[config.mk]
export PLATFORM = sky130hd
export DESIGN_NAME = substring_occurrence_counter_core
export DESIGN_NICKNAME = d
export VERILOG_FILES = /design/src/design/soc_pkg.sv /design/src/design/soc_front.sv /design/src/design/soc_back.sv /design/src/design/substring_occurrence_counter_core.sv
export SDC_FILE = /design/constraint.sdc
export NUM_CORES = 1
export LEC_CHECK = 0
export BUFFER_PORTS_ARGS = -buffer_cell sky130_fd_sc_hd__buf_2
export CORE_ASPECT_RATIO = 1.75
export CORE_MARGIN = 2
export CORE_UTILIZATION = 58
export DETAILED_ROUTE_END_ITERATION = 10
export HOLD_SLACK_MARGIN = 0.08
export PLACE_DENSITY = 0.78
export SETUP_SLACK_MARGIN = 0.3
export SLEW_MARGIN = 20
export SYNTH_ARGS = -nofsm -noshare
export SYNTH_HDL_FRONTEND = slang
export SYNTH_HIERARCHICAL = 1
export SYNTH_SLANG_ARGS = --single-unit
[constraint.sdc]
create_clock -name clk -period 7.1 [get_ports clk]
set_clock_uncertainty 0.1 [all_clocks]
set_input_delay 0.355 -clock clk [delete_from_list [all_inputs] [get_ports clk]]
set_output_delay 0.355 -clock clk [all_outputs]
set_load 0.03 [all_outputs]
[src/design/soc_pkg.sv]
// Shared types and constants for the substring occurrence counter.
package soc_pkg;

  localparam int MAX_PATTERN = 16;
  localparam int WIN_IDX_W   = $clog2(MAX_PATTERN);
  localparam int FILL_W      = $clog2(MAX_PATTERN + 1);
  localparam int LEN_W       = 5;
  localparam int INDEX_W     = 4;
  localparam int BYTE_W      = 8;
  localparam int COUNT_W     = 32;

  localparam logic OP_PAT_WRITE = 1'b0;
  localparam logic OP_TEXT_BYTE = 1'b1;

  typedef enum logic [1:0] {
    CMD_PAT_WRITE  = 2'd0,
    CMD_PAT_IGNORE = 2'd1,
    CMD_TEXT_BYTE  = 2'd2
  } cmd_kind_t;

  typedef struct packed {
    cmd_kind_t          kind;
    logic [INDEX_W-1:0] index;
    logic [BYTE_W-1:0]  byte_value;
    logic               first;
  } cmd_t;

  typedef struct packed {
    logic               match;
    logic [COUNT_W-1:0] count;
  } result_t;

endpackage

[src/design/soc_front.sv]
// Input side: accepts beats, classifies them and queues the commands.
module soc_front (
  input  logic                        clk,
  input  logic                        rst_n,
  input  logic                        push,
  output logic                        full,
  input  logic                        in_op,
  input  logic [soc_pkg::INDEX_W-1:0] in_index,
  input  logic [soc_pkg::BYTE_W-1:0]  in_byte_value,
  input  logic                        in_first,
  output logic                        cmd_valid,
  output soc_pkg::cmd_t               cmd,
  input  logic                        cmd_ready
);
  import soc_pkg::*;

  cmd_t       q_r [2];
  logic       wr_ptr_r, wr_ptr_nxt;
  logic       rd_ptr_r, rd_ptr_nxt;
  logic [1:0] cnt_r, cnt_nxt;
  cmd_t       cmd_in;
  logic       do_push;
  logic       do_pop;

  always_comb begin
    cmd_in.index      = in_index;
    cmd_in.byte_value = in_byte_value;
    cmd_in.first      = 1'b0;
    if (in_op == OP_TEXT_BYTE) begin
      cmd_in.kind  = CMD_TEXT_BYTE;
      cmd_in.first = in_first;
    end else if (int'(in_index) < MAX_PATTERN) begin
      cmd_in.kind = CMD_PAT_WRITE;
    end else begin
      cmd_in.kind = CMD_PAT_IGNORE;
    end
  end

  assign full      = (cnt_r == 2'd2);
  assign do_push   = push && !full;
  assign cmd_valid = (cnt_r != 2'd0);
  assign do_pop    = cmd_valid && cmd_ready;
  assign cmd       = q_r[rd_ptr_r];

  always_comb begin
    wr_ptr_nxt = do_push ? ~wr_ptr_r : wr_ptr_r;
    rd_ptr_nxt = do_pop ? ~rd_ptr_r : rd_ptr_r;
    cnt_nxt    = cnt_r + {1'b0, do_push} - {1'b0, do_pop};
  end

  always_ff @(posedge clk) begin
    if (!rst_n) begin
      wr_ptr_r <= 1'b0;
      rd_ptr_r <= 1'b0;
      cnt_r    <= 2'd0;
    end else begin
      wr_ptr_r <= wr_ptr_nxt;
      rd_ptr_r <= rd_ptr_nxt;
      cnt_r    <= cnt_nxt;
    end
  end

  always_ff @(posedge clk) begin
    if (do_push) begin
      q_r[wr_ptr_r] <= cmd_in;
    end
  end

endmodule

[src/design/soc_back.sv]
// Execution side: pattern store, text window, compare, count and result queue.
module soc_back (
  input  logic                        clk,
  input  logic                        rst_n,
  input  logic                        cfg_we,
  input  logic [soc_pkg::LEN_W-1:0]   cfg_wdata,
  input  logic                        cmd_valid,
  input  soc_pkg::cmd_t               cmd,
  output logic                        cmd_ready,
  output logic                        empty,
  input  logic                        pop,
  output soc_pkg::result_t            res
);
  import soc_pkg::*;

  logic [BYTE_W-1:0]  pat_r [MAX_PATTERN];
  logic [BYTE_W-1:0]  win_r [MAX_PATTERN];
  logic [BYTE_W-1:0]  win_nxt [MAX_PATTERN];
  logic [FILL_W-1:0]  fill_r, fill_nxt;
  logic [COUNT_W-1:0] count_r, count_nxt;
  logic [LEN_W-1:0]   len_r;
  logic               hit;
  logic               step;
  result_t            res_in;

  result_t    oq_r [2];
  logic       owr_r, owr_nxt;
  logic       ord_r, ord_nxt;
  logic [1:0] ocnt_r, ocnt_nxt;
  logic       do_pop;

  assign cmd_ready = (ocnt_r != 2'd2);
  assign step      = cmd_valid && cmd_ready;

  always_comb begin
    logic [FILL_W-1:0] fill_base;
    logic [LEN_W-1:0]  tidx;
    logic              eq;
    win_nxt[0] = cmd.byte_value;
    for (int i = 1; i < MAX_PATTERN; i++) begin
      win_nxt[i] = win_r[i-1];
    end
    fill_base = cmd.first ? '0 : fill_r;
    fill_nxt  = (int'(fill_base) < MAX_PATTERN) ? fill_base + FILL_W'(1) : fill_base;
    eq = (len_r != '0) && (int'(len_r) <= MAX_PATTERN) && (int'(fill_nxt) >= int'(len_r));
    for (int j = 0; j < MAX_PATTERN; j++) begin
      tidx = LEN_W'(int'(len_r) - 1 - j);
      if ((j < int'(len_r)) && (pat_r[j] != win_nxt[tidx[WIN_IDX_W-1:0]])) begin
        eq = 1'b0;
      end
    end
    hit       = eq;
    count_nxt = cmd.first ? '0 : count_r;
    if (hit && (count_nxt != '1)) begin
      count_nxt = count_nxt + COUNT_W'(1);
    end
  end

  always_comb begin
    unique case (cmd.kind)
      CMD_TEXT_BYTE: begin
        res_in.match = hit;
        res_in.count = count_nxt;
      end
      default: begin
        res_in.match = 1'b0;
        res_in.count = count_r;
      end
    endcase
  end

  always_ff @(posedge clk) begin
    if (!rst_n) begin
      for (int i = 0; i < MAX_PATTERN; i++) begin
        pat_r[i] <= '0;
        win_r[i] <= '0;
      end
      fill_r  <= '0;
      count_r <= '0;
      len_r   <= '0;
    end else begin
      if (cfg_we) begin
        len_r <= cfg_wdata;
      end
      if (step) begin
        unique case (cmd.kind)
          CMD_PAT_WRITE: begin
            for (int i = 0; i < MAX_PATTERN; i++) begin
              if (int'(cmd.index) == i) begin
                pat_r[i] <= cmd.byte_value;
              end
            end
          end
          CMD_TEXT_BYTE: begin
            win_r   <= win_nxt;
            fill_r  <= fill_nxt;
            count_r <= count_nxt;
          end
          default: begin
          end
        endcase
      end
    end
  end

  assign empty  = (ocnt_r == 2'd0);
  assign do_pop = pop && !empty;
  assign res    = oq_r[ord_r];

  always_comb begin
    owr_nxt  = step ? ~owr_r : owr_r;
    ord_nxt  = do_pop ? ~ord_r : ord_r;
    ocnt_nxt = ocnt_r + {1'b0, step} - {1'b0, do_pop};
  end

  always_ff @(posedge clk) begin
    if (!rst_n) begin
      owr_r  <= 1'b0;
      ord_r  <= 1'b0;
      ocnt_r <= 2'd0;
    end else begin
      owr_r  <= owr_nxt;
      ord_r  <= ord_nxt;
      ocnt_r <= ocnt_nxt;
    end
  end

  always_ff @(posedge clk) begin
    if (step) begin
      oq_r[owr_r] <= res_in;
    end
  end

endmodule

[src/design/substring_occurrence_counter_core.sv]
// Top level of the substring occurrence counter.
// Counts overlapping occurrences of a stored pattern of up to 16 bytes in a stream
// of text bytes. A beat with op 0 writes one pattern byte, a beat with op 1 shifts
// one text byte into the window; first on a text beat clears the window fill and the
// count. Every beat yields one result beat with a match flag and the saturating count.
// A pattern length of 0 or above 16 never matches. Both sides are two-entry queues,
// and the window compare runs in the same cycle in which a command leaves the input
// queue, so the block sustains one beat per clock while the result queue is not full.
// pattern_length must be written only while the block is idle.
module substring_occurrence_counter_core (
  input  logic                        clk,
  input  logic                        rst_n,
  input  logic                        cfg_we,
  input  logic [soc_pkg::LEN_W-1:0]   cfg_wdata,
  input  logic                        push,
  output logic                        full,
  input  logic                        in_op,
  input  logic [soc_pkg::INDEX_W-1:0] in_index,
  input  logic [soc_pkg::BYTE_W-1:0]  in_byte_value,
  input  logic                        in_first,
  output logic                        empty,
  input  logic                        pop,
  output logic                        out_match,
  output logic [soc_pkg::COUNT_W-1:0] out_count
);
  import soc_pkg::*;

  logic    cmd_valid;
  logic    cmd_ready;
  cmd_t    cmd;
  result_t res;

  soc_front u_front (
    .clk           (clk),
    .rst_n         (rst_n),
    .push          (push),
    .full          (full),
    .in_op         (in_op),
    .in_index      (in_index),
    .in_byte_value (in_byte_value),
    .in_first      (in_first),
    .cmd_valid     (cmd_valid),
    .cmd           (cmd),
    .cmd_ready     (cmd_ready)
  );

  soc_back u_back (
    .clk       (clk),
    .rst_n     (rst_n),
    .cfg_we    (cfg_we),
    .cfg_wdata (cfg_wdata),
    .cmd_valid (cmd_valid),
    .cmd       (cmd),
    .cmd_ready (cmd_ready),
    .empty     (empty),
    .pop       (pop),
    .res       (res)
  );

  assign out_match = res.match;
  assign out_count = res.count;

endmodule

Yosys cells after proc, flatten, opt, wreduce, memory -nomap -nowiden
Memories as Yosys holds them, arrays and structs flattened. A register that Yosys moved wholly into a read port is not among the register bits.
Index checks and enable logic that the tools add are counted.
{ "totals": {"reg_bits": 170, "mem_bits_rw": 224, "inputBits": 24, "output_inout_bits": 35, "memories": 3} }
{ "memory_table": {"columns": ["name", "depth", "width", "rd", "rd_clocked_by_memory_dff", "wr", "line_no", "source"], "rows": [
  ["u_back.pat_r", 16, 8, 16, 0, 16, "soc_back.sv:16", "logic [BYTE_W-1:0] pat_r [MAX_PATTERN];"],
  ["u_back.oq_r", 2, 33, 1, 1, 1, "soc_back.sv:26", "result_t oq_r [2];"],
  ["u_front.q_r", 2, 15, 1, 1, 1, "soc_front.sv:17", "cmd_t q_r [2];"]
]} }
{ "op_classes": {"add_sub_neg": 22, "n_lt_le_gt_ge": 35, "n_eq_ne": 35, "mux": 176, "bitwise": 36, "n_reduce_logical": 30} }
{ "ops": {"columns": ["cell", "count"], "rows": [
  ["binary-select mux 8 bit (select 4 bit)", 16],
  ["two-way mux 8 bit", 48],
  ["!= test 8 bit", 16],
  ["two-way mux 1 bit", 106],
  ["greater-or-equal comparator 5 bit, second input constant", 16],
  ["inverter 4 -> 5 bit", 16],
  ["two-way mux 32 bit", 2],
  ["< comparator 4 x 5 -> 1 bit, first input constant", 8],
  ["two-way mux 33 bit", 1],
  ["adder 32 x 1 -> 32 bit, second input constant", 1],
  ["equality test 4 bit, second input constant", 8],
  ["!= test 32 bit, second input constant", 1],
  ["subtractor 4 bit, second input constant", 8],
  ["logical AND 1 bit", 22],
  ["< comparator 3 x 5 -> 1 bit, first input constant", 4],
  ["equality test 4 x 3 -> 1 bit, second input constant", 4],
  ["bitwise OR 1 bit", 16],
  ["subtractor 4 x 3 -> 4 bit, second input constant", 4],
  ["< comparator 1 x 5 -> 1 bit, first input constant", 2],
  ["< comparator 2 x 5 -> 1 bit, first input constant", 2],
  ["two-way mux 5 bit", 2],
  ["equality test 4 x 2 -> 1 bit, second input constant", 2],
  ["subtractor 4 x 1 -> 4 bit, second input constant", 2],
  ["subtractor 4 x 2 -> 4 bit, second input constant", 2],
  ["other kinds (17)", 25]
]} }

Depth between registers and ports, before layout
Gate-level depths: netlist of the first run.
{ "depth": {"word_depth": 26, "depth_mapped": 32, "depth_no_buf": 17} }

Hierarchy
Netlist of the first run, hierarchy kept.
{ "by_module_without_submodules": {"columns": ["module", "n_inst", "cells_per_inst", "area_each_um2", "seq_area_each_um2"], "rows": [
  ["soc_back", 1, 2432, 24538.5, 9168.8],
  ["soc_front", 1, 73, 1263.7, 940.9]
]} }

Least setup slack after synthesis of the first run
OpenSTA, ideal clock, no wires.
{ "synth_timing": {"kind": "register to register", "from": "reg u_back.len_r[0]", "to": "mem u_back/oq_r[0][18] in the netlist's numbering, data pin", "arrival_ps": 6958, "t_required_ps": 6718, "slack_ps": -240, "path_stages_with_launch": 30, "path_buffers": 15, "synth_period_minus_slack_ps": 7340, "path_cell_list": "dfxtp_1 -> buf_6 -> clkinv_1 -> buf_2 -> buf_2 -> buf_2 -> clkbuf_1 -> ha_1 -> buf_6 -> buf_2 -> buf_2 -> buf_4 -> buf_2 -> buf_1 -> inv_1 -> ha_1 -> buf_2 -> buf_2 -> buf_1 -> nor3_1 -> or4_1 -> a2111oi_0 -> a31oi_1 -> o32a_1 -> a21oi_1 -> o21a_1 -> nand3_2 -> clkbuf_1 -> o311ai_0 -> nand3_1"} }
{ "synth_lines": {"columns": ["element", "line_no", "source"], "rows": [
  ["from (decl)", "soc_back.sv:21", "logic [LEN_W-1:0] len_r;"],
  ["from (signal assigned)", "soc_back.sv:83", "len_r <= cfg_wdata;"],
  ["to (decl)", "soc_back.sv:26", null]
]} }

==> impl_metrics.tcl, run 1 <==
set metrics [dict create \
    fin_crit_ns 6.489 \
    path_clk_slew_ns 0.06 \
    rsz0062_at_grt "no" \
    drive_above_1_share 0.1893 \
    netlist.area_leader.share 0.2584 \
    finalSetupViolCount 0 \
    cts_tree "done" \
    timing.fmax_mhz 154.1 \
    p_int_w 0.004737 \
    drc_errors 0 \
    ctsRootBufferMaster "clkbuf_16" \
    cp.arrival_ns 6.79 \
    worst_pin_slew_ns 1.263 \
    synth_cells 2505 \
    dr.first_iter.drc_count 2546 \
    async_reset_ff_frac 0 \
    routabilityCongestion 1.092 \
    track_usage 0.3707 \
    status "finished clean" \
    core-area_um2 44030 \
    combPwrFrac 0.329 \
    clk_path_buf_depth 3 \
    hpwlAfterDp_um 61210 \
    dieArea_um2 46260 \
    reg2reg_depth 18 \
    p_seq_frac 0.378 \
    grtUsageMet2 0.6278 \
    synthFlopType "edfxtp_1" \
    antenna_found_initial 3 \
    num_rows 102 \
    maxSlewHeadroom 0.1562 \
    cts_resized 0 \
    peakVddDrop_mv 0.3065 \
    synth_common_cells "nand2_1 (455), edfxtp_1 (222), mux4_2 (176)" \
    min_path_type "primary input to register" \
    vias 21440 \
    h-tree-depth 2 \
    fin_nets 2528 \
    synth_seq_area_share 0.3918 \
    min_path_cells 3 \
    ant_nets 0 \
    syn_nets 2548 \
    drt-pass1-iter-count 8 \
    maxCapViolCount 0 \
    die_h_um 283.0 \
    use_met1 0.3753 \
    top_usage_layer "met2" \
    cellPowerDensity_nw_per_um2 264.0 \
    fin_crit_sh 0.9139 \
    crit_path_end_kind "register" \
    yosysUniqueCellTypes 71 \
    insertion_delay_ns 0.56 \
    hold_viol 0 \
    wire_per_inst_um 27.68 \
    synth_area_leaders "edfxtp_1 (26%), mux4_2 (15%), dfxtp_1 (13%)" \
    grt.overflow.total 0 \
    worstReg2RegEnd "u_back/oq_r[0][31]" \
    maxSlewViolCount 0 \
    clock_power_share 0.293 \
    sw_frac_of_total 0.3600 \
    grt_pass1_wl_um 127500 \
    grt_pass1_vias 21010 \
    numCtsBuffers 38 \
    rrSetupSlack_ns 0.61 \
    crit_path_start_kind "register" \
    start_util 0.5860 \
    fin_total_pwr_w 0.007402 \
    syn_to_final_growth_pct 8.665 \
    path_max_fanout 21 \
    clock-sinks 394 \
    routed_wl_um 85470 \
    grt_use_met3 0.07583 \
    cp.required_ns 7.40 \
    grt_max_degree 134 \
    vias_per_cell 6.942 \
    synth_edf_count 222 \
    die_w_um 163.4 \
    io_pins 59 \
    syn_area_um2 25800 \
    finalSetupTns_ns 0 \
    worstSetupPathType "register to register" \
    portBuffers 58 \
    yosysWarningCount 6 \
    synth_seq_cells 394 \
    yosysMostFrequentCell "nand2_1" \
    p_leak_nw 9.575 \
    power_switching_w 0.002665 \
    worst_hold_startpoint "cfg_we" \
    min_to "u_back/len_r[3]" \
    synth.avg_cell_area_um2 10.30 \
    synth_top_area_cell "edfxtp_1" \
]
power by group through the flow:
stage | combinational (W) | clock (W) | sequential (W)
after floorplan | 0.00166 | 0 | 0.00281
after global placement | 0.00231 | 0 | 0.00284
after detailed placement | 0.00235 | 0 | 0.00285
after CTS | 0.00237 | 0.00218 | 0.00280
after global routing | 0.00255 | 0.00228 | 0.00282
final | 0.00243 | 0.00217 | 0.00280
cell usage in the layout, fill, tap and decap left out, types with 17 or more instances in the layout:
master         count
clkbuf_16         40
xnor2_1           72
nor3_1            29
nand3_1           48
buf_4             50
a21oi_1          168
nand4_1           39
dlygate4sd3_1     21
o211ai_1          19
nor2b_1           18
xor2_1            66
mux2_2            91
dfxtp_1          170
or4_1             29
a31oi_1           32
inv_1             31
and3_1            21
mux4_2           176
o21ai_0           40
a22oi_1           32
edfxtp_1         222
nand2_1          454
mux2i_1          164
buf_2             58
or3_1             17
nor2_1           169
logic make-up (layout without fill, tap and decap cells):
group                    count (synthesis)  in the layout  share of synthesized area
adder cells (fa/ha/maj)                 19             19                   0.009214
XOR/XNOR                               143            143                    0.04912
flip-flops                             394            394                     0.3918
multiplexers                           431            431                     0.2570
buffers and inverters                  230            239                    0.03962
AND/OR/NAND/NOR                        889            889                     0.1543
AO/OA/AOI/OAI                          398            398                    0.09883
other                                    1              3                  0.0001453
area by class of cell:
cell class,instances,area [µm²]
antenna,2,5.005
clock buffer,48,1041
clock inverter,21,264.0
fill,3441,15990
inverter,36,137.6
multi-input combinational,1881,14780
sequential,394,10110
tap,572,715.7
timing repair buffer,134,975.9
critical path, cell delays in order (launching register included):
cell and delay [ns]:
dfxtp_1 0.70, mux2_2 0.58, inv_1 0.42, nand2_1 0.22, inv_1 0.09, ha_1 0.25
and3_1 0.22, and3_1 0.25, nand2_1 0.15, nor3_1 0.07, buf_4 0.18, nand3_1 0.09
buf_4 0.26, nand4_1 0.50, nor4_1 0.87, o211a_1 0.27, nand3_1 0.38, or4_1 0.56
nand3_1 0.15
sequential cells by signal, indices dropped and copies added, names as in the netlist, named ones only:
register,cells
u_back/fill_r,5
u_front/q_r,28
u_front/cnt_r,2
u_back/ocnt_r,2
u_back/pat_r,128
u_back/ord_r,1
u_back/oq_r,66
u_front/wr_ptr_r,1
u_back/len_r,5
u_back/win_nxt,120
u_back/owr_r,1
u_front/rd_ptr_r,1
u_back/count_r,32
worst max path at each step:
| stage | start | to | slack (ns) | cells after the start |
|---|---|---|---|---|
| after global routing | u_back/len_r[1] | u_back/oq_r[1][6] | 0.38 | 18 |
| after detailed placement | u_back/len_r[1] | u_back/oq_r[1][22] | 0.87 | 16 |
| final | register | u_back/oq_r[0][31] | 0.61 | 18 |
| after CTS | u_back/len_r[1] | u_back/oq_r[1][6] | 0.86 | 16 |
| after global placement | u_back/len_r[1] | u_back/oq_r[0][22] | 0.96 | 18 |
| after floorplan | u_back/len_r[0] | u_back/oq_r[0][4] | 0.35 | 30 |
per-stage QoR:
stage               area, µm²  setup slack (ns)  utilization  hold slack (ns)  instances
finish                  28040            0.6111       0.6368          0.08649       3088
global route            28040            0.3769       0.6367           0.1010       3087
CTS                     27990            0.8601       0.6358          0.08639       3085
detailed placement      26480            0.8664       0.6014           0.3863       2995
global placement        26480            0.9609       0.6014           0.3653       2995
floorplan               25830            0.3539            -           0.3539       2505
layer usage:
layer  vias up  wire [µm]
met5         -         11
met4         2      10070
met3       401       7039
met2      1234      42310
met1     10500      26040
li1       9305          -
repair_timing:
item,CTS,global route
hold buffers,21,0
hold endpoints to repair,34,0
buffers inserted,0,0
Power figures use the tool's default switching activity.
==> run 2: changes to the inputs <==
- CORE_UTILIZATION: 58 -> 25
- PLACE_DENSITY: 0.78 -> unset
==> run 2 against run 1 <==
  * Non-clock buffer count rose by 8
  * Die area rose by 130%
  * Global-route usage fell by 21 points
  * Power rose by 0.11%
  * Clock power rose by 2%
  * Final cell count rose by 25%
  * Clock-buffer cell count rose by 13
  * Worst setup slack improved by 0.14 ns
  * Largest cell class unchanged
==> impl_metrics.tcl, run 2 (synthesis results as in run 1) <==
set metrics [dict create \
    maxSlewHeadroom 0.2583 \
    track_usage 0.1582 \
    cp.arrival_ns 6.55 \
    num_rows 155 \
    maxCapViolCount 0 \
    layout_common_cells "nand2_1 (454), edfxtp_1 (222), mux4_2 (176)" \
    crit_path_end_kind "register" \
    dieArea_um2 105900 \
    vias_per_cell 5.321 \
    die_h_um 429.0 \
    fin_crit_ns 6.352 \
    dr.first_iter.drc_count 1770 \
    crit_slowest_cell "or4_1" \
    cp_common_cell "mux4_2" \
    grt.overflow.total 0 \
    drc_errors 0 \
    path_clk_slew_ns 0.06 \
    drt-pass1-iter-count 5 \
    cts_setup_buffers 0 \
    mostFrequentLayoutCell "nand2_1" \
    core-area_um2 102200 \
    die_w_um 246.9 \
    p_leak_nw 9.644 \
    cellPowerDensity_nw_per_um2 254.8 \
    syn_to_final_growth_pct 12.71 \
    cp_cell_sequence "inv_1 > ha_4 > buf_12 > mux4_2 > mux4_2 > xor2_1 > nor4_1 > a21oi_1 > or4_1 > a2111oi_4 > nand3_2 > buf_4 > o311ai_0 > nand2_1" \
    antenna_cells 0 \
    maxSlewViolCount 0 \
    antenna_found_initial 0 \
    crit_path_start_kind "register" \
    wire_per_inst_um 22.00 \
    clock-sinks 394 \
    grt_pass1_wl_um 127400 \
    cp.required_ns 7.30 \
    path_max_fanout 84 \
    io_pins 59 \
    insertion_delay_ns 0.59 \
    start_util 0.2525 \
    min_path_type "primary input to register" \
    h-tree-depth 2 \
    clk_path_buf_depth 3 \
    routed_wl_um 84950 \
    fin_nets 2538 \
    hold_viol 0 \
    ctsRootBufferMaster "clkbuf_16" \
    portBuffers 58 \
    peakVddDrop_mv 0.2806 \
    numCtsBuffers 40 \
    worst_pin_slew_ns 1.082 \
    cts_tree "done" \
    largest_reg_flops 128 \
    finalSetupViolCount 0 \
    status "finished clean" \
    finalSetupTns_ns 0 \
    fin_crit_sh 0.8946 \
    slowest_delay_ns 0.67 \
    rsz0062_at_grt "no" \
    hpwlAfterDp_um 62210 \
    vias 20550 \
    drive_above_1_share 0.1923 \
    worstSetupPathType "register to register" \
    grt_pass1_vias 19910 \
    routabilityCongestion 0.9624 \
    grt_max_degree 85 \
    dp.cells 3765 \
    timing.fmax_mhz 157.4 \
    stdcell_count 3861 \
    max_flop_register "u_back/pat_r" \
    ant_nets 0 \
]
-- run 2: cell types whose count changed in the layout (fill, tap and decap cells not counted), sizes merged --
cell,previous run,this run
buf,113,121
bufinv,6,1
clkbuf,48,61
clkinv,9,7
clkinvlp,5,2
diode,2,0
inv,37,39
-- run 2: stage by stage --
| stage | area (µm²) | hold slack, ns | util | setup slack (ns) | power, W |
|---|---|---|---|---|---|
| global placement | 27490 | 0.3686 | 0.2690 | 0.8250 | 0.005198 |
| finish | 29080 | 0.09695 | 0.2845 | 0.7480 | 0.007411 |
| CTS | 29050 | 0.09694 | 0.2842 | 0.8002 | 0.007447 |
| detailed placement | 27490 | 0.3812 | 0.2690 | 0.8269 | 0.005220 |
| global route | 29080 | 0.1185 | 0.2845 | 0.4839 | 0.007698 |
| floorplan | 25830 | 0.3539 | - | 0.3539 | 0.004471 |
-- run 2: path summary, 6_finish.rpt --
path	startpoint	endpoint	slack (ns)	cells after the start
min reg2reg	u_back/fill_r[3]	u_back/fill_r[3]	0.39	2
max	u_back/len_r[1]	u_back/oq_r[1][10]	0.75	14
max reg2reg	u_back/len_r[1]	u_back/oq_r[1][10]	0.75	14
min	cfg_we	u_back/len_r[1]	0.1	3
-- run 2: cell type report --
cell class,instances,area [µm²]
Timing Repair Buffer,142,1036
Tap cell,1334,1669
Fill cell,10540,73120
Clock buffer,61,1222
Clock inverter,13,122.6
Multi-Input combinational cell,1881,14780
Sequential cell,394,10110
Inverter,36,137.6
-- run 2: repair_timing --
action	CTS	global route
hold endpoints to repair	34	0
hold buffers	21	0
resized for setup	0	0
-- run 2: where the power goes --
part,internal [W],total (W),switching [W]
registers,0.00269,0.00280,0.000109
clock network,0.00124,0.00222,0.000982
logic,0.000787,0.00239,0.00160
total,0.00471,0.00741,0.00270
-- run 2: routing by layer --
metal  part of all wire  track usage  routed length (µm)
met1               0.35       0.1645               29320
met2               0.52       0.2848               43790
met3              0.045      0.01588                3833
met4              0.094       0.1295                8010
met5                  0            0                   0
-- run 2: worst max-delay path, delay by kind of cell, from the launching register on --
| family | cells | cell delay (ns) |
|---|---|---|
| compound gates | 3 | 1.44 |
| buf+inv | 3 | 0.85 |
| xor+xnor | 1 | 0.19 |
| fa+ha+maj | 1 | 0.51 |
| simple gates | 4 | 1.39 |
| mux | 2 | 1.10 |
| flops | 1 | 0.32 |
